<file path="config.mk">
export PLATFORM = sky130hd
export DESIGN_NAME = vma_cell
export DESIGN_NICKNAME = d
export VERILOG_FILES = /design/src/vma_pkg.sv /design/src/vma_cell.sv
export SDC_FILE = /design/constraint.sdc
export NUM_CORES = 1
export LEC_CHECK = 0
export BUFFER_PORTS_ARGS = -buffer_cell sky130_fd_sc_hd__clkbuf_2
export CAP_MARGIN = 10
export CORE_MARGIN = 3
export CORE_UTILIZATION = 49
export DETAILED_ROUTE_END_ITERATION = 10
export PLACE_DENSITY_LB_ADDON = 0.25
export SLEW_MARGIN = 15
export SYNTH_ARGS = -nofsm -noshare
export SYNTH_HDL_FRONTEND = slang
export SYNTH_SLANG_ARGS = --single-unit
</file>
<file path="constraint.sdc">
create_clock -name i_clk -period 4.35 [get_ports i_clk]
set_input_delay 0 -clock i_clk [delete_from_list [all_inputs] [get_ports i_clk]]
set_output_delay 0 -clock i_clk [all_outputs]
set_load 0.05 [all_outputs]
</file>
<file path="src/vma_pkg.sv">
// Package with the shared types and constants of the vector magnitude and angle block.
`timescale 1ns / 1ps
`default_nettype none
package vma_pkg;

    localparam int GUARD_BITS = 16;
    localparam int ZW         = 25;
    localparam int TW         = 26;
    localparam int MAX_STEPS  = 24;
    localparam int MAG_W      = 16;
    localparam int ANG_W      = 15;
    localparam int ANG_SHIFT  = 10;

    localparam logic signed [ZW-1:0] DEG_90_Z = ZW'(90 * 65536);
    localparam logic [TW-1:0] DEG_180   = TW'(180 * 65536);
    localparam logic [TW-1:0] DEG_360   = TW'(360 * 65536);
    localparam logic [TW-1:0] ROUND_HALF = TW'(512);

    localparam logic [MAG_W-1:0] MAG_MAX  = 16'hFFFF;
    localparam logic [MAG_W-1:0] ANG_FULL = 16'd23040;
    localparam logic [ANG_W-1:0] ANG_90   = 15'd5760;
    localparam logic [ANG_W-1:0] ANG_270  = 15'd17280;

    localparam logic signed [ZW-1:0] ATAN_TAB [MAX_STEPS] = '{
        25'sd2949120, 25'sd1740967, 25'sd919879, 25'sd466945,
        25'sd234379,  25'sd117304,  25'sd58666,  25'sd29335,
        25'sd14668,   25'sd7334,    25'sd3667,   25'sd1833,
        25'sd917,     25'sd458,     25'sd229,    25'sd115,
        25'sd57,      25'sd29,      25'sd14,     25'sd7,
        25'sd4,       25'sd2,       25'sd1,      25'sd0
    };

    typedef struct packed {
        logic x_zero;
        logic x_neg;
        logic y_zero;
        logic y_neg;
    } t_flags;

endpackage
`default_nettype wire

</file>
<file path="src/vma_cell.sv">
// Chain cell: CORDIC vectoring rotation (STAGE < ROT_STEPS), root digit (STAGE < W).
`timescale 1ns / 1ps
`default_nettype none
module vma_cell #(
    parameter int W         = 16,
    parameter int STAGE     = 0,
    parameter int ROT_STEPS = 16
) (
    input  wire                              i_clk,
    input  wire                              i_rst_n,
    input  wire                              i_valid,
    output logic                             o_ready,
    output logic                             o_valid,
    input  wire                              i_ready,
    input  vma_pkg::t_flags                  i_flags,
    output vma_pkg::t_flags                  o_flags,
    input  wire signed [W+17:0]              i_cx,
    input  wire signed [W+17:0]              i_cy,
    input  wire signed [vma_pkg::ZW-1:0]     i_z,
    input  wire [2*W-1:0]                    i_rad,
    input  wire [W+1:0]                      i_rem,
    input  wire [W-1:0]                      i_q,
    output logic signed [W+17:0]             o_cx,
    output logic signed [W+17:0]             o_cy,
    output logic signed [vma_pkg::ZW-1:0]    o_z,
    output logic [2*W-1:0]                   o_rad,
    output logic [W+1:0]                     o_rem,
    output logic [W-1:0]                     o_q
);

    localparam int CW = W + 18;

    logic                          r_valid;
    vma_pkg::t_flags               r_flags;
    logic signed [CW-1:0]          r_cx;
    logic signed [CW-1:0]          r_cy;
    logic signed [vma_pkg::ZW-1:0] r_z;
    logic [2*W-1:0]                r_rad;
    logic [W+1:0]                  r_rem;
    logic [W-1:0]                  r_q;
    logic signed [CW-1:0]          n_cx;
    logic signed [CW-1:0]          n_cy;
    logic signed [vma_pkg::ZW-1:0] n_z;
    logic [2*W-1:0]                n_rad;
    logic [W+1:0]                  n_rem;
    logic [W-1:0]                  n_q;

    assign o_ready = !r_valid || i_ready;

    generate
        if (STAGE < ROT_STEPS) begin : g_rot
            logic signed [CW-1:0] s_dx;
            logic signed [CW-1:0] s_dy;
            assign s_dx = i_cy >>> STAGE;
            assign s_dy = i_cx >>> STAGE;
            always_comb begin
                if (!i_cy[CW-1]) begin
                    n_cx = i_cx + s_dx;
                    n_cy = i_cy - s_dy;
                    n_z  = i_z + vma_pkg::ATAN_TAB[STAGE];
                end else begin
                    n_cx = i_cx - s_dx;
                    n_cy = i_cy + s_dy;
                    n_z  = i_z - vma_pkg::ATAN_TAB[STAGE];
                end
            end
        end else begin : g_rot_pass
            assign n_cx = i_cx;
            assign n_cy = i_cy;
            assign n_z  = i_z;
        end

        if (STAGE < W) begin : g_root
            logic [W+1:0] s_shift;
            logic [W+1:0] s_trial;
            assign s_shift = {i_rem[W-1:0], i_rad[2*W-1 -: 2]};
            assign s_trial = {i_q, 2'b01};
            assign n_rad   = {i_rad[2*W-3:0], 2'b00};
            always_comb begin
                if (s_shift >= s_trial) begin
                    n_rem = s_shift - s_trial;
                    n_q   = {i_q[W-2:0], 1'b1};
                end else begin
                    n_rem = s_shift;
                    n_q   = {i_q[W-2:0], 1'b0};
                end
            end
        end else begin : g_root_pass
            assign n_rad = i_rad;
            assign n_rem = i_rem;
            assign n_q   = i_q;
        end
    endgenerate

    always_ff @(posedge i_clk) begin
        if (!i_rst_n) begin
            r_valid <= 1'b0;
        end else if (o_ready) begin
            r_valid <= i_valid;
        end
    end

    always_ff @(posedge i_clk) begin
        if (o_ready) begin
            r_flags <= i_flags;
            r_cx    <= n_cx;
            r_cy    <= n_cy;
            r_z     <= n_z;
            r_rad   <= n_rad;
            r_rem   <= n_rem;
            r_q     <= n_q;
        end
    end

    assign o_valid = r_valid;
    assign o_flags = r_flags;
    assign o_cx    = r_cx;
    assign o_cy    = r_cy;
    assign o_z     = r_z;
    assign o_rad   = r_rad;
    assign o_rem   = r_rem;
    assign o_q     = r_q;

endmodule
`default_nettype wire

</file>
==> impl_metrics.csv <==
group,metric,value,unit
layout,syn2layout_area_growth,27.5,%
worst_hold_path,min_to,"o_z[23]",
power,p_total,5.99,mW
worst_hold_path,holdCritStartpoint,"i_z[23]",
critical_path,rrSetupSlack,2190,ps
grt,grt_usage,29.4,%
place,post-place-cells,1836,
synth,yosysTopAreaCell,"edfxtp_1",
layout,fin_area,0.0153,sq mm
cts,cts.sinks,161,
cts,cts_tree,"done",
sta,post-route-period-util,81.7,%
grt,first_global_vias,10900,
layout,stdcell_count,1960,
detailed_routing,wl_per_cell,20.6,um
power,cellPowerDensity,392,mW/mm^2
cts,cts.htree.levels,4,
grt,grt_max_degree,96,
detailed_routing,drc,0,
grt,grt_pass1_wl,60300,um
die,start_util,50.4,%
die,coreArea,0.0238,sq mm
sta,rsz0062_at_grt,"false",
grt,grt.overflow.total,0,
critical_path,cp-startpoint,"i_q[0]",
synth,synth_edf_count,160,
die,die_area,0.0264,sq mm
cts,clk_latency,430,ps
critical_path,r2r_cells,3,
critical_path,cp_data_arrival_time,3740,ps
critical_path,reg2reg_from,"o_valid",
sta,worst_slew_pin_slew,1010,ps
grt,antenna_found_initial,3,
critical_path,cp.required,4540,ps
critical_path,crit_path_start_kind,"input port",
cts,cts-buffers-inserted,17,
synth,ys_ff_latch,161,
sta,final.setup_skew,17.1,ps
worst_hold_path,worst_hold_path.num_cells,3,
sta,tns,0,ps
critical_path,r2r_end,"o_valid",
cts,clk_path_buf_depth,2,
synth,synth.cell_area,0.0120,sq mm
place,postPlaceCellArea,0.0138,sq mm
die,fp.dieH,162,um
sta,finalCriticalPeriod,3560,ps
sta,setup_viol,0,
synth,synthArstFlopShare,0,%
flow_run,drv_cap,0,
critical_path,crit_type,"in -> reg",
synth,synth.avg_cell_area,9.75,sq um
synth,ys.flop_type,"edfxtp_1",
place,numPortBuffers,327,
detailed_routing,vias_per_cell,5.68,
cts,postCtsResizedCells,0,
die,num_rows,56,
cts,root_buffer,"clkbuf_16",
die,die_x,162,um
synth,synth_top_area_share,40.1,%
detailed_routing,vias,11100,
detailed_routing,firstDrtPassIters,6,
cts,clk_pin_slew_worst_paths,80,ps
place,hpwl,29500,um
sta,final_max_slew_viol_count,0,
detailed_routing,drt_iter0_markers,1186,
place,gp_congestion,0.978,
critical_path,endpoint_kind,"flop",
synth,synth_cell_types,81,
detailed_routing,routed_wl,40300,um
detailed_routing,ant_nets,0,
sta,hold_viol,0,
synth,yosysWarnings,0,
outcome,status,"complete, no violations",
power,irDropWorstVdd,0.265,mV
layout,drive_gt1_share,24.5,%
cts,postCtsHoldBufs,89,
sta,fmaxAchievable,281,MHz
synth,ys_seq_area_share,40.3,%
synth,synth.area.top_cells,"edfxtp_1 (40%), ha_1 (13%), a21oi_1 (6.0%)",
cts,cts_setup_buffers,0,
synth,syn_inst,1229,
sta,relSlewSlack,32.1,%
critical_path,cp_max_fo,22,
worst_hold_path,hold_path.class,"in -> reg",
power,p_leak,7.05,nW
die,io_pins,332,
layout,fin_nets,1920,
==> where the power goes <==
| part | internal, mW | total, mW | switching, mW |
|---|---|---|---|
| registers | 2.00 | 2.08 | 0.0758 |
| clock network | 0.764 | 1.49 | 0.730 |
| logic | 0.671 | 2.42 | 1.75 |
==> area by class of cell <==
| type | instances | area, sq um |
|---|---|---|
| Timing Repair Buffer | 425 | 2610 |
| Clock inverter | 14 | 145 |
| Antenna cell | 3 | 7.51 |
| Clock buffer | 18 | 429 |
| Multi-Input combinational cell | 887 | 6360 |
| Sequential cell | 161 | 4820 |
| Inverter | 133 | 499 |
| Fill cell | 1967 | 8480 |
| Tap cell | 319 | 399 |
==> placed cells by master, fill, tap and decap left out, drive strengths merged, types with 5 or more instances in the layout <==
cell	n
dlygate4sd3	89
o31ai	9
nand2	52
o221ai	7
o21ai	85
xnor2	65
mux2	6
nand4	12
nor4	7
edfxtp	160
nor2b	17
buf	9
nand3	10
a21oi	145
xor2	22
nor2	96
nor3	20
a21o	30
clkbuf	345
o41ai	7
a211oi	13
and3	6
nand2b	9
or2	5
a221oi	7
and2	5
ha	124
inv	137
o211ai	6
o21a	10
clkinv	6
o21bai	27
mux2i	16
a31oi	11
==> stage by stage <==
step / setup slack [ps] / utilization (%) / hold slack, ps
2_1_floorplan: 1100 / - / 98.9
3_3_place_gp: 893 / 58.1 / 177
3_5_place_dp: 823 / 58.1 / 179
4_1_cts: 954 / 64.3 / 14.4
5_1_grt: 629 / 64.3 / 48.3
6_report: 795 / 64.3 / 23.9
==> synthesized netlist by cell type (7+ instances only) <==
cell type / number
edfxtp_1: 160
a21oi_1: 143
inv_1: 129
ha_1: 124
nor2_1: 96
o21ai_0: 85
xnor2_1: 65
nand2_1: 52
a21o_1: 28
o21bai_1: 27
xor2_1: 22
nor3_1: 20
clkbuf_1: 19
nor2b_1: 17
mux2i_1: 16
a211oi_1: 13
nand4_1: 12
a31oi_1: 10
nand3_1: 10
o21a_1: 10
nand2b_1: 9
buf_1: 8
clkbuf_8: 8
o31ai_1: 8
nor4_1: 7
o221ai_1: 7
==> cell families after synthesis <==
| kind of cell | count (synthesis) | synth area share (%) |
|---|---|---|
| buffers and inverters | 182 | 6.79 |
| muxes | 22 | 1.90 |
| and+or+nand+nor | 251 | 9.88 |
| DFF | 161 | 40.3 |
| AOI/OAI and AO/OA | 397 | 21.2 |
| xor gates and xnor gates | 87 | 6.36 |
| adders and majority gates | 128 | 13.6 |
| other | 1 | 0.0313 |
==> per-layer routing <==
metal,up-vias,wire (um),global-route usage (%)
li1,5221,-,-
met2,545,19200,49.7
met5,-,0,0
met3,105,3050,5.06
met1,5257,16100,36.7
met4,0,1950,13.8
==> how the worst max path moves through the flow <==
stage	endpoint	slack [ps]	cells after the start
floorplan	o_cx[10]	1100	1
global placement	o_cy[31]	890	12
detailed placement	o_cy[31]	820	12
CTS	o_rem[3]	950	13
global route	o_rem[3]	630	13
finish	o_rem[3]	790	13
==> worst max-delay path, stage by stage <==
cell,delay [ps]
dlygate4sd3_1,540
clkbuf_2,130
inv_1,50
ha_1,340
nor2b_1,140
o21ai_0,110
a21boi_0,330
o21ai_0,200
a21oi_1,490
a2111oi_0,240
o21ai_2,430
buf_4,360
mux2_2,380
==> flip-flops by register name, indices dropped and copies added, names as in the netlist <==
signal / flops
o_cx: 33
o_rad: 30
o_q: 16
o_flags: 4
o_z: 25
o_valid: 1
o_rem: 18
o_cy: 34
(Power assumes the default switching activity.)
