<file path="config.mk">
export PLATFORM = sky130hd
export DESIGN_NAME = vma_back_flat
export DESIGN_NICKNAME = d
export VERILOG_FILES = /design/src/vma_pkg.sv /design/src/vma_if.sv /design/src/vma_back.sv /design/src/flat_wrapper.sv
export SDC_FILE = /design/constraint.sdc
export NUM_CORES = 1
export LEC_CHECK = 0
export BUFFER_PORTS_ARGS = -buffer_cell sky130_fd_sc_hd__buf_2
export CORE_UTILIZATION = 59
export CTS_CLUSTER_DIAMETER = 100
export DETAILED_ROUTE_END_ITERATION = 6
export PLACE_DENSITY = 0.84
export SLEW_MARGIN = 20
export SYNTH_ARGS = -nofsm -noshare
export SYNTH_HDL_FRONTEND = slang
export SYNTH_SLANG_ARGS = --single-unit
</file>
<file path="constraint.sdc">
create_clock -name i_clk -period 8.3 [get_ports i_clk]
set_clock_uncertainty 0.2 [all_clocks]
set_input_delay 0.415 -clock i_clk [delete_from_list [all_inputs] [get_ports i_clk]]
set_output_delay 0.415 -clock i_clk [all_outputs]
set_load 0.01 [all_outputs]
</file>
<file path="src/vma_pkg.sv">
// Package with the shared types and constants of the vector magnitude and angle block.
`timescale 1ns / 1ps
`default_nettype none
package vma_pkg;

    localparam int GUARD_BITS = 16;
    localparam int ZW         = 25;
    localparam int TW         = 26;
    localparam int MAX_STEPS  = 24;
    localparam int MAG_W      = 16;
    localparam int ANG_W      = 15;
    localparam int ANG_SHIFT  = 10;

    localparam logic signed [ZW-1:0] DEG_90_Z = ZW'(90 * 65536);
    localparam logic [TW-1:0] DEG_180   = TW'(180 * 65536);
    localparam logic [TW-1:0] DEG_360   = TW'(360 * 65536);
    localparam logic [TW-1:0] ROUND_HALF = TW'(512);

    localparam logic [MAG_W-1:0] MAG_MAX  = 16'hFFFF;
    localparam logic [MAG_W-1:0] ANG_FULL = 16'd23040;
    localparam logic [ANG_W-1:0] ANG_90   = 15'd5760;
    localparam logic [ANG_W-1:0] ANG_270  = 15'd17280;

    localparam logic signed [ZW-1:0] ATAN_TAB [MAX_STEPS] = '{
        25'sd2949120, 25'sd1740967, 25'sd919879, 25'sd466945,
        25'sd234379,  25'sd117304,  25'sd58666,  25'sd29335,
        25'sd14668,   25'sd7334,    25'sd3667,   25'sd1833,
        25'sd917,     25'sd458,     25'sd229,    25'sd115,
        25'sd57,      25'sd29,      25'sd14,     25'sd7,
        25'sd4,       25'sd2,       25'sd1,      25'sd0
    };

    typedef struct packed {
        logic x_zero;
        logic x_neg;
        logic y_zero;
        logic y_neg;
    } t_flags;

endpackage
`default_nettype wire

</file>
<file path="src/vma_if.sv">
// Handshake interfaces for the input vector and the polar result.
`timescale 1ns / 1ps
`default_nettype none


interface vma_out_if;
    logic                       valid;
    logic                       ready;
    logic [vma_pkg::MAG_W-1:0]  magnitude;
    logic [vma_pkg::ANG_W-1:0]  angle_deg;

    modport source (output valid, output magnitude, output angle_deg, input ready);
    modport sink   (input valid, input magnitude, input angle_deg, output ready);
endinterface
`default_nettype wire

</file>
<file path="src/vma_back.sv">
// Back stages: root rounding and saturation, quadrant placement and angle rounding.
`timescale 1ns / 1ps
`default_nettype none
module vma_back #(
    parameter int W = 16
) (
    input  wire                              i_clk,
    input  wire                              i_rst_n,
    input  wire                              i_valid,
    output logic                             o_ready,
    input  vma_pkg::t_flags                  i_flags,
    input  wire signed [vma_pkg::ZW-1:0]     i_z,
    input  wire [W+1:0]                      i_rem,
    input  wire [W-1:0]                      i_q,
    vma_out_if.source                        o_polar
);

    localparam int MW = (W + 1 > 17) ? W + 1 : 17;
    localparam int TW = vma_pkg::TW;

    logic [1:0]                  r_valid;
    logic [1:0]                  s_rdy;
    logic [vma_pkg::MAG_W-1:0]   r_mag [2];
    logic [TW-1:0]               r_t;
    logic                        r_x_zero;
    logic                        r_y_pos;
    logic [vma_pkg::ANG_W-1:0]   r_ang;
    logic [W:0]                  s_root;
    logic [MW-1:0]               s_root_ext;
    logic [vma_pkg::MAG_W-1:0]   n_mag;
    logic signed [vma_pkg::ZW-1:0] s_zc;
    logic [TW-1:0]               s_za;
    logic [TW-1:0]               n_t;
    logic [TW-1:0]               s_tr;
    logic [vma_pkg::MAG_W-1:0]   s_ang;
    logic [vma_pkg::ANG_W-1:0]   n_ang;

    assign s_rdy[1] = !r_valid[1] || o_polar.ready;
    assign s_rdy[0] = !r_valid[0] || s_rdy[1];
    assign o_ready  = s_rdy[0];

    always_comb begin
        s_root     = {1'b0, i_q} + ((i_rem > (W+2)'(i_q)) ? (W+1)'(1) : (W+1)'(0));
        s_root_ext = MW'(s_root);
        if (s_root_ext > MW'(vma_pkg::MAG_MAX)) begin
            n_mag = vma_pkg::MAG_MAX;
        end else begin
            n_mag = s_root_ext[vma_pkg::MAG_W-1:0];
        end

        if (i_z < 0) begin
            s_zc = '0;
        end else if (i_z > vma_pkg::DEG_90_Z) begin
            s_zc = vma_pkg::DEG_90_Z;
        end else begin
            s_zc = i_z;
        end
        s_za = TW'($unsigned(s_zc));

        if (i_flags.x_neg) begin
            n_t = i_flags.y_neg ? vma_pkg::DEG_180 + s_za : vma_pkg::DEG_180 - s_za;
        end else begin
            n_t = i_flags.y_neg ? vma_pkg::DEG_360 - s_za : s_za;
        end
    end

    always_comb begin
        s_tr  = r_t + vma_pkg::ROUND_HALF;
        s_ang = s_tr[vma_pkg::ANG_SHIFT +: vma_pkg::MAG_W];
        if (r_x_zero) begin
            n_ang = r_y_pos ? vma_pkg::ANG_90 : vma_pkg::ANG_270;
        end else if (s_ang >= vma_pkg::ANG_FULL) begin
            n_ang = vma_pkg::ANG_W'(s_ang - vma_pkg::ANG_FULL);
        end else begin
            n_ang = s_ang[vma_pkg::ANG_W-1:0];
        end
    end

    always_ff @(posedge i_clk) begin
        if (!i_rst_n) begin
            r_valid <= '0;
        end else begin
            if (s_rdy[0]) r_valid[0] <= i_valid;
            if (s_rdy[1]) r_valid[1] <= r_valid[0];
        end
    end

    always_ff @(posedge i_clk) begin
        if (s_rdy[0]) begin
            r_mag[0] <= n_mag;
            r_t      <= n_t;
            r_x_zero <= i_flags.x_zero;
            r_y_pos  <= !i_flags.y_neg && !i_flags.y_zero;
        end
        if (s_rdy[1]) begin
            r_mag[1] <= r_mag[0];
            r_ang    <= n_ang;
        end
    end

    assign o_polar.valid     = r_valid[1];
    assign o_polar.magnitude = r_mag[1];
    assign o_polar.angle_deg = r_ang;

endmodule
`default_nettype wire

</file>
<file path="src/flat_wrapper.sv">
// flat-port wrapper written by rule: the top's interface ports become plain ports
module vma_back_flat 
#(
    parameter int W = 16
)
  (i_clk, i_rst_n, i_valid, o_ready, i_flags, i_z, i_rem, i_q, o_polar_valid, o_polar_magnitude, o_polar_angle_deg, o_polar_ready);
  vma_out_if o_polar_i ();
  input  wire i_clk;
  input  wire i_rst_n;
  input  wire i_valid;
  output logic o_ready;
  input  vma_pkg::t_flags i_flags;
  input  wire signed [vma_pkg::ZW-1:0] i_z;
  input  wire [W+1:0] i_rem;
  input  wire [W-1:0] i_q;
  output wire logic [$bits(o_polar_i.valid)-1:0] o_polar_valid;
  output wire logic [$bits(o_polar_i.magnitude)-1:0] o_polar_magnitude;
  output wire logic [$bits(o_polar_i.angle_deg)-1:0] o_polar_angle_deg;
  input wire logic [$bits(o_polar_i.ready)-1:0] o_polar_ready;
  assign o_polar_valid = o_polar_i.valid;
  assign o_polar_magnitude = o_polar_i.magnitude;
  assign o_polar_angle_deg = o_polar_i.angle_deg;
  assign o_polar_i.ready = o_polar_ready;
  vma_back #(.W(W)) u_core (.i_clk(i_clk), .i_rst_n(i_rst_n), .i_valid(i_valid), .o_ready(o_ready), .i_flags(i_flags), .i_z(i_z), .i_rem(i_rem), .i_q(i_q), .o_polar(o_polar_i));
endmodule
</file>
==> impl_metrics.json <==
{
  "preCtsSetupSlack_ps": 4580,
  "ff_latch_area_sq_um": 2022,
  "final_util_pct": 70.17,
  "drt-pass1-iter-count": 5,
  "critPathSlowestCell": "nand3_1",
  "worstSetupPathType": "in2reg",
  "combPwrFrac_pct": 17.5,
  "port_buffers": 99,
  "gp_congestion": 0.9140,
  "total_power_uw": 857.2,
  "setup_ws_ps": 4909,
  "synth-xor-area-share_pct": 8.128,
  "syn_avg_cell_area_sq_um": 9.995,
  "internal_power_uw": 621.2,
  "layout_common_cells": "buf_2, edfxtp_1, nor2_1, nand2_1, xnor2_1",
  "slew_headroom_pct": 33.12,
  "cp_cell_sequence": "buf_2, inv_1, ha_1, nor2b_1, o21a_1, o21a_1, o21a_1, o211ai_1, a31oi_1, o41a_1, ha_1, ha_1, nand2_1, or2_2, nor2b_1, nand3_1, nand2_1",
  "antenna_found_initial": 0,
  "ys_seq_area_share_pct": 45.77,
  "initial_core_util_pct": 60.91,
  "yosys.area_share.simple_pct": 20.56,
  "grt_first_pass_wirelength_mm": 13.71,
  "synth-edff-count": 66,
  "ctsRootBufferMaster": "clkbuf_8",
  "multi_input_area_sq_um": 2145,
  "synth.largest_area_cell": "edfxtp_1",
  "hpwl_mm": 6.739,
  "via_per_inst": 5.584,
  "switching_power_uw": 236.0,
  "highest_layer": "met4",
  "hp-class": "in2reg",
  "route.met3.wl_um": 591,
  "cts_resized": 0,
  "p_sw_share_pct": 27.53,
  "crit_path_end_kind": "flop",
  "grt-ovfl-total": 0,
  "vdd_ir_drop_max_uv": 80.90,
  "drtIter0Drc": 213,
  "worstPathMaxFanout": 13,
  "cpPeakStageDelay_ps": 380,
  "cap_viol_max_count": 0,
  "ys_async_sr_fraction_pct": 0,
  "route.layer.met1.wl_mm": 3.955,
  "grt_pass1_vias": 3093,
  "synth_nets": 533,
  "ioPinCount": 100,
  "ys_warn_count": 0,
  "grt_usage_pct": 23.14,
  "row_count": 31,
  "synth_top_family_by_area": "simple AND/OR/NAND/NOR gates",
  "die_y_um": 88.54,
  "synthAdderAreaFrac_pct": 6.797,
  "postCtsHoldBufs": 0,
  "ys_types": 62,
  "synth_cells": 442,
  "grt_max_degree": 37,
  "p_per_area_nw_per_um2": 168.4,
  "area_growth_pct": 15.21,
  "ant_nets": 0,
  "fmax_mhz": 294.9,
  "synth_flop_cell": "edfxtp_1",
  "synth_compound_area_share_pct": 12.04,
  "clk_path_buf_depth": 2,
  "nets": 617,
  "htree_levels": 3,
  "fin_tns_setup_ps": 0,
  "core-area_sq_um": 7253,
  "wl_per_cell_um": 13.67,
  "clkPwrFrac_pct": 32.4,
  "ys_ff_latch": 68,
  "final-max-slew-violation-count": 0,
  "dieArea_sq_um": 7838,
  "finalWirelength_mm": 8.613,
  "cts_tree": "yes",
  "rsz0062_at_grt": "false",
  "muxShareOfSynthArea_pct": 0.9346,
  "final_common_cell": "buf_2",
  "cts.sinks": 68,
  "fillerInstances": 547,
  "n_antenna_cell": 0,
  "arrival_ps": 3280,
  "postCtsSetupRepairBufs": 0,
  "status": "finished, final reports clean",
  "cp.required_ps": 8190,
  "final-hold-violation-count": 0,
  "tightest_slew_ps": 997.0,
  "clkTransAtPathRegs_ps": 80,
  "synth_area_sq_um": 4418,
  "crit_path_start_kind": "primary input",
  "finalCritPeriodShare_pct": 40.86,
  "dr_wl_met2_mm": 3.976,
  "yosys-top-cells-area": "edfxtp_1, ha_1, xnor2_1",
  "p_leak_nw": 2.183,
  "finalSetupViolations": 0,
  "min_period_ps": 3391,
  "drc_errors": 0,
  "die_w_um": 88.54,
  "synth_top_area_share_pct": 44.86,
  "num_vias": 3518,
  "drive_above_1_share_pct": 24.11,
  "cts_buffers": 9,
  "clk-insertion-delay-late_ps": 360,
  "pwr-share-seq_pct": 50.1
}
==> path summary, 6_finish.rpt <==
path | from | end | slack (ps) | cells after the start
worst max-delay path | i_q[1] | u_core.r_mag[0][2] | 4910 | 17
worst min-delay path | i_flags[3] | u_core.r_x_zero | 50 | 1
worst max register to register | u_core.r_t[10] | u_core.o_polar.angle_deg[12] | 5440 | 8
worst min register to register | u_core.r_mag[0][2] | u_core.r_mag[0][18] | 230 | 0
==> stage by stage <==
| stage | hold slack (ps) | std cells | area, sq um |
|---|---|---|---|
| 3_5_place_dp | 205.4 | 614 | 4883 |
| 6_report | 53.67 | 630 | 5090 |
| 5_1_grt | 42.94 | 630 | 5090 |
| 3_3_place_gp | 203.6 | 614 | 4883 |
| 4_1_cts | 47.30 | 630 | 5090 |
| 2_1_floorplan | 200.3 | 442 | 4418 |
==> state kept, by name, summed over array words and instances (netlist names) <==
register                  count
u_core.r_t                   17
u_core.r_y_pos                1
u_core.r_mag                 32
u_core.o_polar.angle_deg     15
u_core.r_x_zero               1
u_core.r_valid                2
==> power by group through the flow <==
stage          Clock, mW  Sequential [mW]  Combinational [mW]
6_report           0.277            0.430               0.150
5_1_grt            0.296            0.433               0.169
4_1_cts            0.281            0.430               0.149
3_5_place_dp           0            0.437               0.149
3_3_place_gp           0            0.435               0.144
2_1_floorplan          0            0.436               0.102
==> cell usage after synthesis (2+ instances only) <==
master    number
a31oi_1        8
a21o_1         3
buf_4         16
nor3_1        12
and3_1         4
or3_1          2
nor4_1         6
a211o_1        2
nor2_1        47
o21a_1         8
clkbuf_1      10
o211ai_1       2
o31ai_1        2
mux2i_1        3
nand2_1       40
xnor2_1       25
nor2b_1        8
nand3_1       23
a21oi_1       22
o21ai_1        2
inv_1         23
ha_1          24
a311o_1        2
and4_1         4
a221oi_1       2
nand4_1        7
edfxtp_1      66
dfxtp_1        2
and2_1         2
or2_2          2
nand2b_1       6
xor2_1        16
o21ai_0        9
nor3b_1        4
==> area by class of cell <==
| class | instances | area share [%] |
|---|---|---|
| repair buffers | 100 | 9.882 |
| inverters | 24 | 1.770 |
| multi-input cells | 323 | 42.13 |
| clock buffers | 9 | 2.434 |
| well taps | 99 | 2.434 |
| clock inverters | 7 | 1.622 |
| flip-flops and latches | 68 | 39.72 |
==> metal layers <==
layer / track usage (%) / up-vias
met1: 31.19 / 1593
li1: - / 1767
met4: 7.185 / 0
met3: 5.410 / 5
met2: 37.27 / 153
met5: 0 / -
==> kinds of logic after synthesis <==
logic type                 count (synthesis)
adders and majority gates                 24
DFF                                       68
and+or+nand+nor                          176
buffers and inverters                     51
xor gates and xnor gates                  41
muxes                                      4
other                                      1
AOI/OAI and AO/OA                         77
==> critical path: cells and delay by family <==
kind	cells	cell delay, ps
AOI/OAI and AO/OA	6	1060
adders and majority gates	3	700
buffers and inverters	2	140
and+or+nand+nor	6	940
No activity file was read; power rests on OpenSTA's default activity.
