<file path="src/vma_pkg.sv">
// Package with the shared types and constants of the vector magnitude and angle block.
`timescale 1ns / 1ps
`default_nettype none
package vma_pkg;

    localparam int GUARD_BITS = 16;
    localparam int ZW         = 25;
    localparam int TW         = 26;
    localparam int MAX_STEPS  = 24;
    localparam int MAG_W      = 16;
    localparam int ANG_W      = 15;
    localparam int ANG_SHIFT  = 10;

    localparam logic signed [ZW-1:0] DEG_90_Z = ZW'(90 * 65536);
    localparam logic [TW-1:0] DEG_180   = TW'(180 * 65536);
    localparam logic [TW-1:0] DEG_360   = TW'(360 * 65536);
    localparam logic [TW-1:0] ROUND_HALF = TW'(512);

    localparam logic [MAG_W-1:0] MAG_MAX  = 16'hFFFF;
    localparam logic [MAG_W-1:0] ANG_FULL = 16'd23040;
    localparam logic [ANG_W-1:0] ANG_90   = 15'd5760;
    localparam logic [ANG_W-1:0] ANG_270  = 15'd17280;

    localparam logic signed [ZW-1:0] ATAN_TAB [MAX_STEPS] = '{
        25'sd2949120, 25'sd1740967, 25'sd919879, 25'sd466945,
        25'sd234379,  25'sd117304,  25'sd58666,  25'sd29335,
        25'sd14668,   25'sd7334,    25'sd3667,   25'sd1833,
        25'sd917,     25'sd458,     25'sd229,    25'sd115,
        25'sd57,      25'sd29,      25'sd14,     25'sd7,
        25'sd4,       25'sd2,       25'sd1,      25'sd0
    };

    typedef struct packed {
        logic x_zero;
        logic x_neg;
        logic y_zero;
        logic y_neg;
    } t_flags;

endpackage
`default_nettype wire

</file>
<file path="src/vma_front.sv">
// Front stages: absolute values, squares and the sum of squares.
`timescale 1ns / 1ps
`default_nettype none
module vma_front #(
    parameter int W = 16
) (
    input  wire                  i_clk,
    input  wire                  i_rst_n,
    input  wire                  i_valid,
    output logic                 o_ready,
    input  wire signed [W-1:0]   i_x,
    input  wire signed [W-1:0]   i_y,
    output logic                 o_valid,
    input  wire                  i_ready,
    output vma_pkg::t_flags      o_flags,
    output logic [W-1:0]         o_ax,
    output logic [W-1:0]         o_ay,
    output logic [2*W-1:0]       o_sum
);

    logic [2:0]      r_valid;
    logic [2:0]      s_rdy;
    vma_pkg::t_flags r_flags [3];
    logic [W-1:0]    r_ax [3];
    logic [W-1:0]    r_ay [3];
    logic [2*W-1:0]  r_sqx;
    logic [2*W-1:0]  r_sqy;
    logic [2*W-1:0]  r_sum;
    logic [W-1:0]    n_ax;
    logic [W-1:0]    n_ay;
    vma_pkg::t_flags n_flags;

    assign s_rdy[2] = !r_valid[2] || i_ready;
    assign s_rdy[1] = !r_valid[1] || s_rdy[2];
    assign s_rdy[0] = !r_valid[0] || s_rdy[1];
    assign o_ready  = s_rdy[0];

    always_comb begin
        n_ax = i_x[W-1] ? W'(~i_x + 1'b1) : W'(i_x);
        n_ay = i_y[W-1] ? W'(~i_y + 1'b1) : W'(i_y);
        n_flags.x_zero = (i_x == '0);
        n_flags.x_neg  = i_x[W-1];
        n_flags.y_zero = (i_y == '0);
        n_flags.y_neg  = i_y[W-1];
    end

    always_ff @(posedge i_clk) begin
        if (!i_rst_n) begin
            r_valid <= '0;
        end else begin
            if (s_rdy[0]) r_valid[0] <= i_valid;
            if (s_rdy[1]) r_valid[1] <= r_valid[0];
            if (s_rdy[2]) r_valid[2] <= r_valid[1];
        end
    end

    always_ff @(posedge i_clk) begin
        if (s_rdy[0]) begin
            r_ax[0]    <= n_ax;
            r_ay[0]    <= n_ay;
            r_flags[0] <= n_flags;
        end
        if (s_rdy[1]) begin
            r_ax[1]    <= r_ax[0];
            r_ay[1]    <= r_ay[0];
            r_flags[1] <= r_flags[0];
            r_sqx      <= (2*W)'(r_ax[0]) * (2*W)'(r_ax[0]);
            r_sqy      <= (2*W)'(r_ay[0]) * (2*W)'(r_ay[0]);
        end
        if (s_rdy[2]) begin
            r_ax[2]    <= r_ax[1];
            r_ay[2]    <= r_ay[1];
            r_flags[2] <= r_flags[1];
            r_sum      <= r_sqx + r_sqy;
        end
    end

    assign o_valid = r_valid[2];
    assign o_flags = r_flags[2];
    assign o_ax    = r_ax[2];
    assign o_ay    = r_ay[2];
    assign o_sum   = r_sum;

endmodule
`default_nettype wire

</file>
<file path="config.mk">
export PLATFORM = sky130hd
export DESIGN_NAME = vma_front
export DESIGN_NICKNAME = d
export VERILOG_FILES = /design/src/vma_pkg.sv /design/src/vma_front.sv
export SDC_FILE = /design/constraint.sdc
export NUM_CORES = 1
export LEC_CHECK = 0
export BUFFER_PORTS_ARGS = -buffer_cell sky130_fd_sc_hd__buf_2
export CAP_MARGIN = 20
export CORE_AREA = 2 2 291 149
export CTS_BUF_LIST = sky130_fd_sc_hd__clkbuf_4
export DETAILED_ROUTE_END_ITERATION = 6
export DIE_AREA = 0 0 293 151
export PLACE_DENSITY_LB_ADDON = 0.05
export SYNTH_ARGS = -nofsm -noshare
export SYNTH_HDL_FRONTEND = slang
export SYNTH_SLANG_ARGS = --single-unit
</file>
<file path="constraint.sdc">
create_clock -name i_clk -period 8 [get_ports i_clk]
set_input_delay 0.4 -clock i_clk [delete_from_list [all_inputs] [get_ports i_clk]]
set_output_delay 0.4 -clock i_clk [all_outputs]
set_load 0.05 [all_outputs]
</file>
==> results of run 1 <==
-- sequential cells by signal, summed over array words and instances (netlist names) --
name and cells:
r_ax 47, r_ay 47, o_sum 32, r_sqx 31
r_sqy 31, r_flags 12, r_valid 3
-- routing by layer --
metal	global-route usage [%]	up-vias	part of all wire (%)
li1	-	7078	-
met3	4.05	59	5.1
met1	33.8	7039	50
met2	35.2	308	44
met5	0	-	0
met4	4.51	0	1.5
-- worst paths after layout --
| check | startpoint | end | slack (ns) | cells after the start |
|---|---|---|---|---|
| worst max-delay path | r_ax[0][2]$_DFFE_PP_ | r_sqx[30]$_DFFE_PP_ | 1.22 | 22 |
| worst min-delay path | i_x[1] | r_ax[0][1]$_DFFE_PP_ | 0.08 | 3 |
| worst max register to register | r_ax[0][2]$_DFFE_PP_ | r_sqx[30]$_DFFE_PP_ | 1.22 | 22 |
| worst min register to register | r_flags[0][6]$_DFFE_PP_ | r_flags[0][10]$_DFFE_PP_ | 0.42 | 0 |
-- what timing repair did --
item	4_1_cts	5_1_grt
hold buffers	29	0
buffers inserted	0	0
hold endpoints to repair	32	0
-- cells by family (layout without fill, tap and decap cells) --
kind of cell,after synthesis,count (layout)
AO/OA/AOI/OAI,241,241
multiplexers,3,3
flip-flops,203,203
adder cells (fa/ha/maj),557,557
buffers and inverters,601,750
other,0,2
XOR/XNOR,116,116
AND/OR/NAND/NOR,448,448
-- critical path: stages (launching register included) --
cell	delay, ns
edfxtp_1	0.75
nand2_1	0.26
inv_1	0.08
fa_1	0.53
inv_1	0.05
fa_1	0.54
inv_1	0.06
fa_1	0.50
inv_1	0.06
fa_1	0.53
inv_1	0.05
fa_1	0.50
inv_1	0.05
fa_1	0.48
inv_1	0.04
ha_1	0.34
nand4_1	0.11
o21ai_0	0.37
a31oi_1	0.27
o21a_1	0.26
a21boi_0	0.36
o211a_1	0.20
o211ai_1	0.10
-- per-stage QoR --
step | hold slack (ns) | setup slack [ns] | utilization, % | cells | area [sq um]
floorplan | 0.400 | 1.65 | - | 2169 | 22700
finish | 0.0763 | 1.22 | 59.3 | 2870 | 24600
global placement | 0.401 | 1.30 | 56.6 | 2746 | 23500
CTS | 0.00789 | 1.22 | 59.2 | 2867 | 24600
global route | 0.0371 | 0.795 | 59.3 | 2869 | 24600
detailed placement | 0.405 | 1.22 | 56.6 | 2746 | 23500
-- cells in the final DEF (no fill, tap or decap), types with 7 or more instances in the layout --
| master | instances |
|---|---|
| nand4_1 | 9 |
| buf_2 | 105 |
| o31ai_1 | 8 |
| edfxtp_1 | 200 |
| and2_1 | 84 |
| inv_1 | 516 |
| dlygate4sd3_1 | 29 |
| xor2_1 | 25 |
| a21oi_1 | 67 |
| o21a_1 | 14 |
| a21o_1 | 44 |
| and3_1 | 13 |
| or2_2 | 8 |
| fa_1 | 324 |
| clkinv_1 | 10 |
| nand2b_1 | 13 |
| o21ai_0 | 38 |
| nand3_1 | 18 |
| ha_1 | 233 |
| o21bai_1 | 7 |
| nor3_1 | 8 |
| clkbuf_4 | 73 |
| nor2b_1 | 20 |
| nor2_1 | 76 |
| xnor2_1 | 91 |
| nand2_1 | 178 |
| a211oi_1 | 10 |
-- layout make-up --
type                            instances  area [sq um]  area share, %
Clock buffer                           73           548           2.22
Clock inverter                         19           233          0.944
Sequential cell                       203          6070           24.6
Tap cell                              550           688           2.79
Timing Repair Buffer                  141           888           3.60
Inverter                              517          1940           7.88
Multi-Input combinational cell       1365         14300           57.9
Antenna cell                            2          5.00         0.0203
==> impl_metrics.py, run 1 <==
metrics = {
    "timing": {
        "final.min_clock_period_ns": 6.78,
        "max_freq_mhz": 148,
        "tightest_slew_ns": 0.871,
        "report.final.slew_viol_count": 0,
        "clock_skew_ns": 0.0330,
        "period_share_pct": 84.7,
        "timing.setup.tns_ns": 0,
        "hold_violations": 0,
        "rsz0062_at_grt": "false",
        "slew-limit-headroom_pct": 42.0,
        "final-setup-viol-count": 0,
    },
    "routing": {
        "dr.first_iter.drc_count": 695,
        "drc": 0,
        "via_count": 14500,
        "drt-total-wl_microns": 47400,
        "routedWlPerCell_microns": 16.5,
        "final_antenna_net_count": 0,
        "dr.pass1.iters": 5,
        "routed_via_density": 5.05,
    },
    "cts": {
        "path_clk_slew_ns": 0.09,
        "cts-root-buf": "clkbuf_4",
        "post_cts_resized": 0,
        "cts_max_level": 2,
        "clock_path_buffers": 3,
        "cts.sinks": 203,
        "cts_tree": "built",
        "clk_latency_ns": 0.72,
        "cts_buffers": 50,
    },
    "cells_and_area": {
        "nets": 2871,
        "syn2layout_area_growth_pct": 8.46,
        "nFillCells": 3553,
        "drive_gt1_share_pct": 9.79,
    },
    "run": {
        "max_cap_viol_count": 0,
    },
    "yosys": {
        "syn-num-nets": 2762,
        "synth_top_family_by_area": "adder cells",
        "yosysSeqAreaShare_pct": 26.7,
        "ys_types": 66,
        "synth_seq_cells": 203,
        "synth_compound_area_share_pct": 7.31,
        "synth_edf_count": 200,
        "synth_top_area_share_pct": 28.5,
        "synth_common_cells": "517 x inv_1, 324 x fa_1, 233 x ha_1",
        "syn_inst": 2169,
        "synthDominantAreaCellType": "fa_1",
        "synthTopCellsByArea": "fa_1 29%, edfxtp_1 26%, ha_1 13%",
        "synthAdderAreaFrac_pct": 41.4,
        "synth-xor-area-share_pct": 4.47,
        "syn_area_sq_mm": 0.0227,
        "synth-simple-area-share_pct": 9.47,
        "yosys_warnings": 0,
        "yosysMostFrequentCell": "inv_1",
        "async_flop_share_pct": 0,
        "synth-main-ff-cell": "edfxtp_1",
        "synthMuxAreaShare_pct": 0.149,
        "syn_avg_cell_area_sq_um": 10.5,
    },
    "worst_setup_path": {
        "critPathArrivalTime_ns": 7.22,
        "crit_fanout": 18,
        "crit_path_end_kind": "register",
        "start_kind": "register",
        "path_class": "register to register",
        "cp_data_required_time_ns": 8.44,
    },
    "global_routing": {
        "grt_overflow": 0,
        "antenna_found_initial": 1,
        "grt_usage_pct": 22.7,
        "grt_pass1_vias": 15100,
        "grt_pass1_wl_microns": 78500,
        "grt_max_degree": 81,
    },
    "placement": {
        "gp_congestion": 0.873,
        "io_buffers": 105,
        "dpl.hpwl_microns": 36600,
    },
    "die": {
        "die_h_microns": 151,
        "design.die.area_sq_mm": 0.0442,
        "rows": 53,
        "core_sq_mm": 0.0416,
        "start_util_pct": 54.7,
        "die_w_microns": 293,
        "pin_count": 106,
    },
    "outcome": {
        "status": "complete, no violations",
    },
    "worst_hold_path": {
        "hold_path_class": "primary input to register",
    },
}
Power of run 1 is not shown: default switching activity piles up to over one toggle a cycle in this logic, so the estimate is an artifact.
==> run 2, diff against run 1 <==
==> constraint.sdc (replaced) <==
create_clock -name i_clk -period 6.1 [get_ports i_clk]
set_input_delay 0.305 -clock i_clk [delete_from_list [all_inputs] [get_ports i_clk]]
set_output_delay 0.305 -clock i_clk [all_outputs]
set_load 0.05 [all_outputs]
==> impl_metrics.py, run 2 (synthesized netlist as in run 1, its figures left out) <==
metrics = {
    "cells_and_area": {
        "fin_area_sq_mm": 0.0266,
        "finalNonFillerCells": 3093,
        "drive_gt1_share_pct": 20.0,
        "syn2layout_area_growth_pct": 17.3,
        "nets": 3098,
        "mostFrequentLayoutCell": "inv_1",
        "final_cell_mix": "505 x inv_1, 317 x fa_1, 223 x ha_1",
    },
    "global_routing": {
        "grt_pass1_vias": 15600,
        "grt_usage_pct": 23.1,
        "antenna_found_initial": 4,
        "grt_pass1_wl_microns": 80200,
        "grt_overflow": 0,
        "grt_max_degree": 80,
    },
    "timing": {
        "hold_slack_ns": 0.115,
        "period_share_pct": 102,
        "rsz0062_at_grt": "true",
        "tightest_slew_ns": 1.09,
        "final.min_clock_period_ns": 6.24,
        "fin_ws_ns": -0.140,
        "report.final.slew_viol_count": 0,
        "max_freq_mhz": 160,
        "final-setup-viol-count": 5,
        "clock_skew_ns": 0.0552,
        "hold_violations": 0,
        "slew-limit-headroom_pct": 27.6,
    },
    "cts": {
        "cts_tree": "built",
        "cts-root-buf": "clkbuf_4",
        "clk_latency_ns": 0.74,
        "clock_path_buffers": 3,
        "path_clk_slew_ns": 0.07,
        "cts.sinks": 203,
        "cts_buffers": 49,
        "cts_max_level": 2,
    },
    "routing": {
        "via_count": 15400,
        "dr.first_iter.drc_count": 816,
        "routed_via_density": 4.97,
        "final_antenna_net_count": 0,
        "dr.pass1.iters": 5,
        "drt-total-wl_microns": 48700,
        "routedWlPerCell_microns": 15.8,
        "drc": 0,
    },
    "worst_setup_path": {
        "start_kind": "register",
        "crit_fanout": 7,
        "crit_chain": "buf_6, buf_4, buf_4, fa_1, inv_1, fa_1, inv_1, fa_2, fa_2, fa_1, inv_1, fa_1, inv_1, ha_4, a211o_1, a21oi_4, nor4_4, o221a_2, or4b_1, a31o_2, a21oi_2, xnor2_1",
        "critPathArrivalTime_ns": 6.72,
        "r2r-start": "r_ay[0][6]$_DFFE_PP_",
        "r2r_cells": 22,
        "cp_data_required_time_ns": 6.58,
        "cp-startpoint": "r_ay[0][6]$_DFFE_PP_",
        "path_class": "register to register",
        "cpMaxStageDelayCell": "fa_2",
        "crit_path_end_kind": "register",
        "cp_slowest_stage_delay_ns": 0.55,
    },
    "outcome": {
        "violations": "setup timing",
        "status": "finished with violations",
    },
    "die": {
        "die_w_microns": 293,
        "rows": 53,
        "design.die.area_sq_mm": 0.0442,
        "core_sq_mm": 0.0416,
        "pin_count": 106,
        "die_h_microns": 151,
        "start_util_pct": 54.7,
    },
    "worst_hold_path": {
        "hold_start": "i_y[1]",
        "hold_path_class": "primary input to register",
        "whs_path_depth": 3,
    },
    "placement": {
        "io_buffers": 105,
        "placed_area_sq_mm": 0.0250,
        "dp_cells": 2928,
        "gp_congestion": 0.882,
        "dpl.hpwl_microns": 39000,
        "dpl_worst_slack_ns": -0.226,
    },
    "run": {
        "max_cap_viol_count": 0,
    },
}
==> run 2: through the flow <==
step	setup TNS, ns	util (%)
after floorplan	-0.0715	-
after global placement	-0.619	60.0
after detailed placement	-1.17	60.0
after CTS	-0.245	63.0
after global routing	-2.34	64.1
final	-0.428	64.1
==> run 2: area by class of cell <==
type,instances,area (sq um)
multi-input combinational,1365,14600
antenna,2,5.00
clock buffer,73,548
sequential,203,6070
fill,3447,14900
tap,550,688
inverter,517,1940
clock inverter,14,119
timing repair buffer,369,2710
==> run 2: layer usage <==
| metal | track usage, % | up-vias | share of wire, % |
|---|---|---|---|
| met1 | 34.7 | 7454 | 50 |
| met5 | 0 | - | 0.025 |
| met4 | 4.46 | 2 | 1.8 |
| li1 | - | 7525 | - |
| met2 | 35.8 | 297 | 44 |
| met3 | 3.46 | 82 | 4.7 |
==> run 2: critical path: cells and delay by family (launching register included) <==
family	cells	cell delay [ns]
adders and majority gates	7	3.16
AOI/OAI and AO/OA	5	1.10
buffers and inverters	7	0.66
and+or+nand+nor	2	0.56
DFF	1	0.46
xor gates and xnor gates	1	0.07
==> run 2: timing repair <==
item	CTS	global route
gates resized for setup	22	70
pin swaps	9	35
endpoints found under the hold margin	38	0
setup buffers	11	25
setup endpoints to repair	10	21
hold buffers	41	0
==> run 2: worst paths after layout <==
check                               end  slack [ns]
setup reg to reg    r_sqy[31]$_DFFE_PP_       -0.14
setup / recovery    r_sqy[31]$_DFFE_PP_       -0.14
hold / removal     r_ay[0][1]$_DFFE_PP_        0.12
hold reg to reg   r_ay[0][41]$_DFFE_PP_        0.41
Power of run 2 is left out for the same reason.
==> run 3, diff against run 2 <==
--- a/config.mk
+++ b/config.mk
@@ -5,12 +5,13 @@
 export SDC_FILE = /design/constraint.sdc
 export NUM_CORES = 1
 export LEC_CHECK = 0
+export ABC_AREA = 1
 export BUFFER_PORTS_ARGS = -buffer_cell sky130_fd_sc_hd__buf_2
 export CAP_MARGIN = 20
-export CORE_AREA = 2 2 291 149
+export CORE_AREA = 2 2 306 157
 export CTS_BUF_LIST = sky130_fd_sc_hd__clkbuf_4
 export DETAILED_ROUTE_END_ITERATION = 6
-export DIE_AREA = 0 0 293 151
+export DIE_AREA = 0 0 308 159
 export PLACE_DENSITY_LB_ADDON = 0.05
 export SYNTH_ARGS = -nofsm -noshare
 export SYNTH_HDL_FRONTEND = slang
==> impl_metrics.py, run 3 <==
metrics = {
    "yosys": {
        "synthDominantAreaCellType": "fa_1",
        "syn_area_sq_mm": 0.0252,
        "synth_common_cells": "870 x inv_1, 819 x nand2_1, 324 x fa_1",
        "yosysMostFrequentCell": "inv_1",
        "async_flop_share_pct": 0,
        "syn-num-nets": 3644,
        "synth_edf_count": 200,
        "synth-main-ff-cell": "edfxtp_1",
        "synth_seq_cells": 203,
        "synthTopCellsByArea": "fa_1 26%, edfxtp_1 24%, inv_1 13%",
        "ys_types": 36,
        "yosys_warnings": 0,
        "syn_avg_cell_area_sq_um": 8.26,
        "synth_top_area_share_pct": 25.8,
        "yosysSeqAreaShare_pct": 24.1,
        "syn_inst": 3051,
    },
    "cells_and_area": {
        "final_cell_mix": "869 x inv_1, 815 x nand2_1, 324 x fa_1",
        "drive_gt1_share_pct": 9.40,
        "syn2layout_area_growth_pct": 11.1,
        "nets": 3830,
        "nFillCells": 4146,
        "finalNonFillerCells": 3886,
        "mostFrequentLayoutCell": "inv_1",
    },
    "die": {
        "design.die.area_sq_mm": 0.0490,
        "core_sq_mm": 0.0462,
        "die_h_microns": 159,
        "start_util_pct": 54.5,
        "rows": 56,
        "die_w_microns": 308,
        "pin_count": 106,
    },
    "global_routing": {
        "grt_max_degree": 64,
        "grt_pass1_vias": 19200,
        "grt_pass1_wl_microns": 105000,
        "antenna_found_initial": 1,
        "grt_usage_pct": 27.9,
        "grt_overflow": 0,
    },
    "cts": {
        "cts-root-buf": "clkbuf_4",
        "clock_path_buffers": 3,
        "cts_max_level": 2,
        "path_clk_slew_ns": 0.08,
        "cts_buffers": 50,
        "clk_latency_ns": 0.82,
        "cts_tree": "built",
        "cts.sinks": 203,
    },
    "timing": {
        "timing.setup.tns_ns": 0,
        "report.final.slew_viol_count": 0,
        "slew-limit-headroom_pct": 40.1,
        "max_freq_mhz": 168,
        "rsz0062_at_grt": "false",
        "final-setup-viol-count": 0,
        "tightest_slew_ns": 0.898,
        "final.min_clock_period_ns": 5.94,
        "clock_skew_ns": 0.155,
        "period_share_pct": 97.4,
        "hold_violations": 0,
    },
    "placement": {
        "dpl.hpwl_microns": 55200,
        "gp_congestion": 0.948,
        "dp_cells": 3720,
        "io_buffers": 105,
    },
    "routing": {
        "dr.pass1.iters": 6,
        "via_count": 19400,
        "drt-total-wl_microns": 66200,
        "routed_via_density": 4.98,
        "dr.first_iter.drc_count": 1884,
        "final_antenna_net_count": 0,
        "routedWlPerCell_microns": 17.0,
        "drc": 0,
    },
    "run": {
        "max_cap_viol_count": 0,
    },
    "outcome": {
        "status": "complete, no violations",
    },
    "worst_setup_path": {
        "crit_path_end_kind": "register",
        "critPathArrivalTime_ns": 6.42,
        "path_class": "register to register",
        "cp_data_required_time_ns": 6.58,
        "crit_fanout": 13,
        "start_kind": "register",
    },
    "worst_hold_path": {
        "hold_path_class": "primary input to register",
    },
}
-- run 3: changes by cell type after synthesis, moves of 16 or more --
cell	delta
a21o_1	-43
and2_1	-83
clkbuf_1	+16
inv_1	+353
nand2_1	+640
nand3_1	+80
nor2_1	+60
nor2b_1	-20
o21ai_0	-25
xnor2_1	-77
xor2_1	+56
-- run 3: repair_timing --
item,in CTS,in global routing
buffers inserted,0,29
hold buffers,45,0
gates resized for setup,0,13
endpoints found under the hold margin,39,0
setup endpoints to repair,0,33
-- run 3: layout make-up --
type	instances	area (sq um)	area share [%]
repair buffers	233	1820	6.52
clock buffers	65	488	1.74
flip-flops and latches	203	6070	21.7
multi-input cells	1878	15400	55.1
clock inverters	25	165	0.590
well taps	609	762	2.72
inverters	871	3270	11.7
diodes	2	5.00	0.0179
-- run 3: critical path: stages, from the launching register on --
cell and delay (ns):
edfxtp_1 0.68, buf_4 0.30, nand2_1 0.10, fa_1 0.60, inv_1 0.08, fa_1 0.51
inv_1 0.06, fa_1 0.52, inv_1 0.05, fa_1 0.50, fa_1 0.42, ha_1 0.30
ha_1 0.38, nand2_1 0.20, inv_1 0.06, nand2_1 0.06, nand3_1 0.17, a21oi_1 0.36
nand3_1 0.13, nand2_1 0.07, nand2_1 0.05
-- run 3: routing by layer --
layer  track usage (%)  up-vias  wire length [microns]
met2              34.1      835                  23200
met3              11.1       62                   8840
li1                  -     9381                      -
met5                 0        -                      0
met4              3.30        0                    654
met1              45.9     9073                  33600
-- run 3: worst paths after layout --
kind	startpoint	end	slack (ns)	cells after the start
worst max-delay path	r_ax[0][13]$_DFFE_PP_	r_sqx[28]$_DFFE_PP_	0.16	20
worst min-delay path	i_ready	r_valid[2]$_SDFFE_PN0P_	0.18	4
worst max register to register	r_ax[0][13]$_DFFE_PP_	r_sqx[28]$_DFFE_PP_	0.16	20
worst min register to register	r_ax[0][29]$_DFFE_PP_	r_ax[0][45]$_DFFE_PP_	0.41	0
-- run 3: kinds of logic after synthesis --
family	share of synthesized area, %
simple gates	18.0
buf+inv	15.0
fa+ha+maj	37.3
flops	24.1
compound gates	2.31
xor+xnor	3.30
-- run 3: through the flow --
step	util, %	cell area (sq um)	hold WS [ns]	worst slack (ns)
global route	60.5	28000	0.160	0.000552
global placement	57.0	26400	0.401	0.110
floorplan	-	25200	0.400	0.698
finish	60.5	28000	0.179	0.160
CTS	59.4	27500	0.106	0.0307
detailed placement	57.0	26400	0.405	0.0676
Power of run 3 is left out for the same reason.
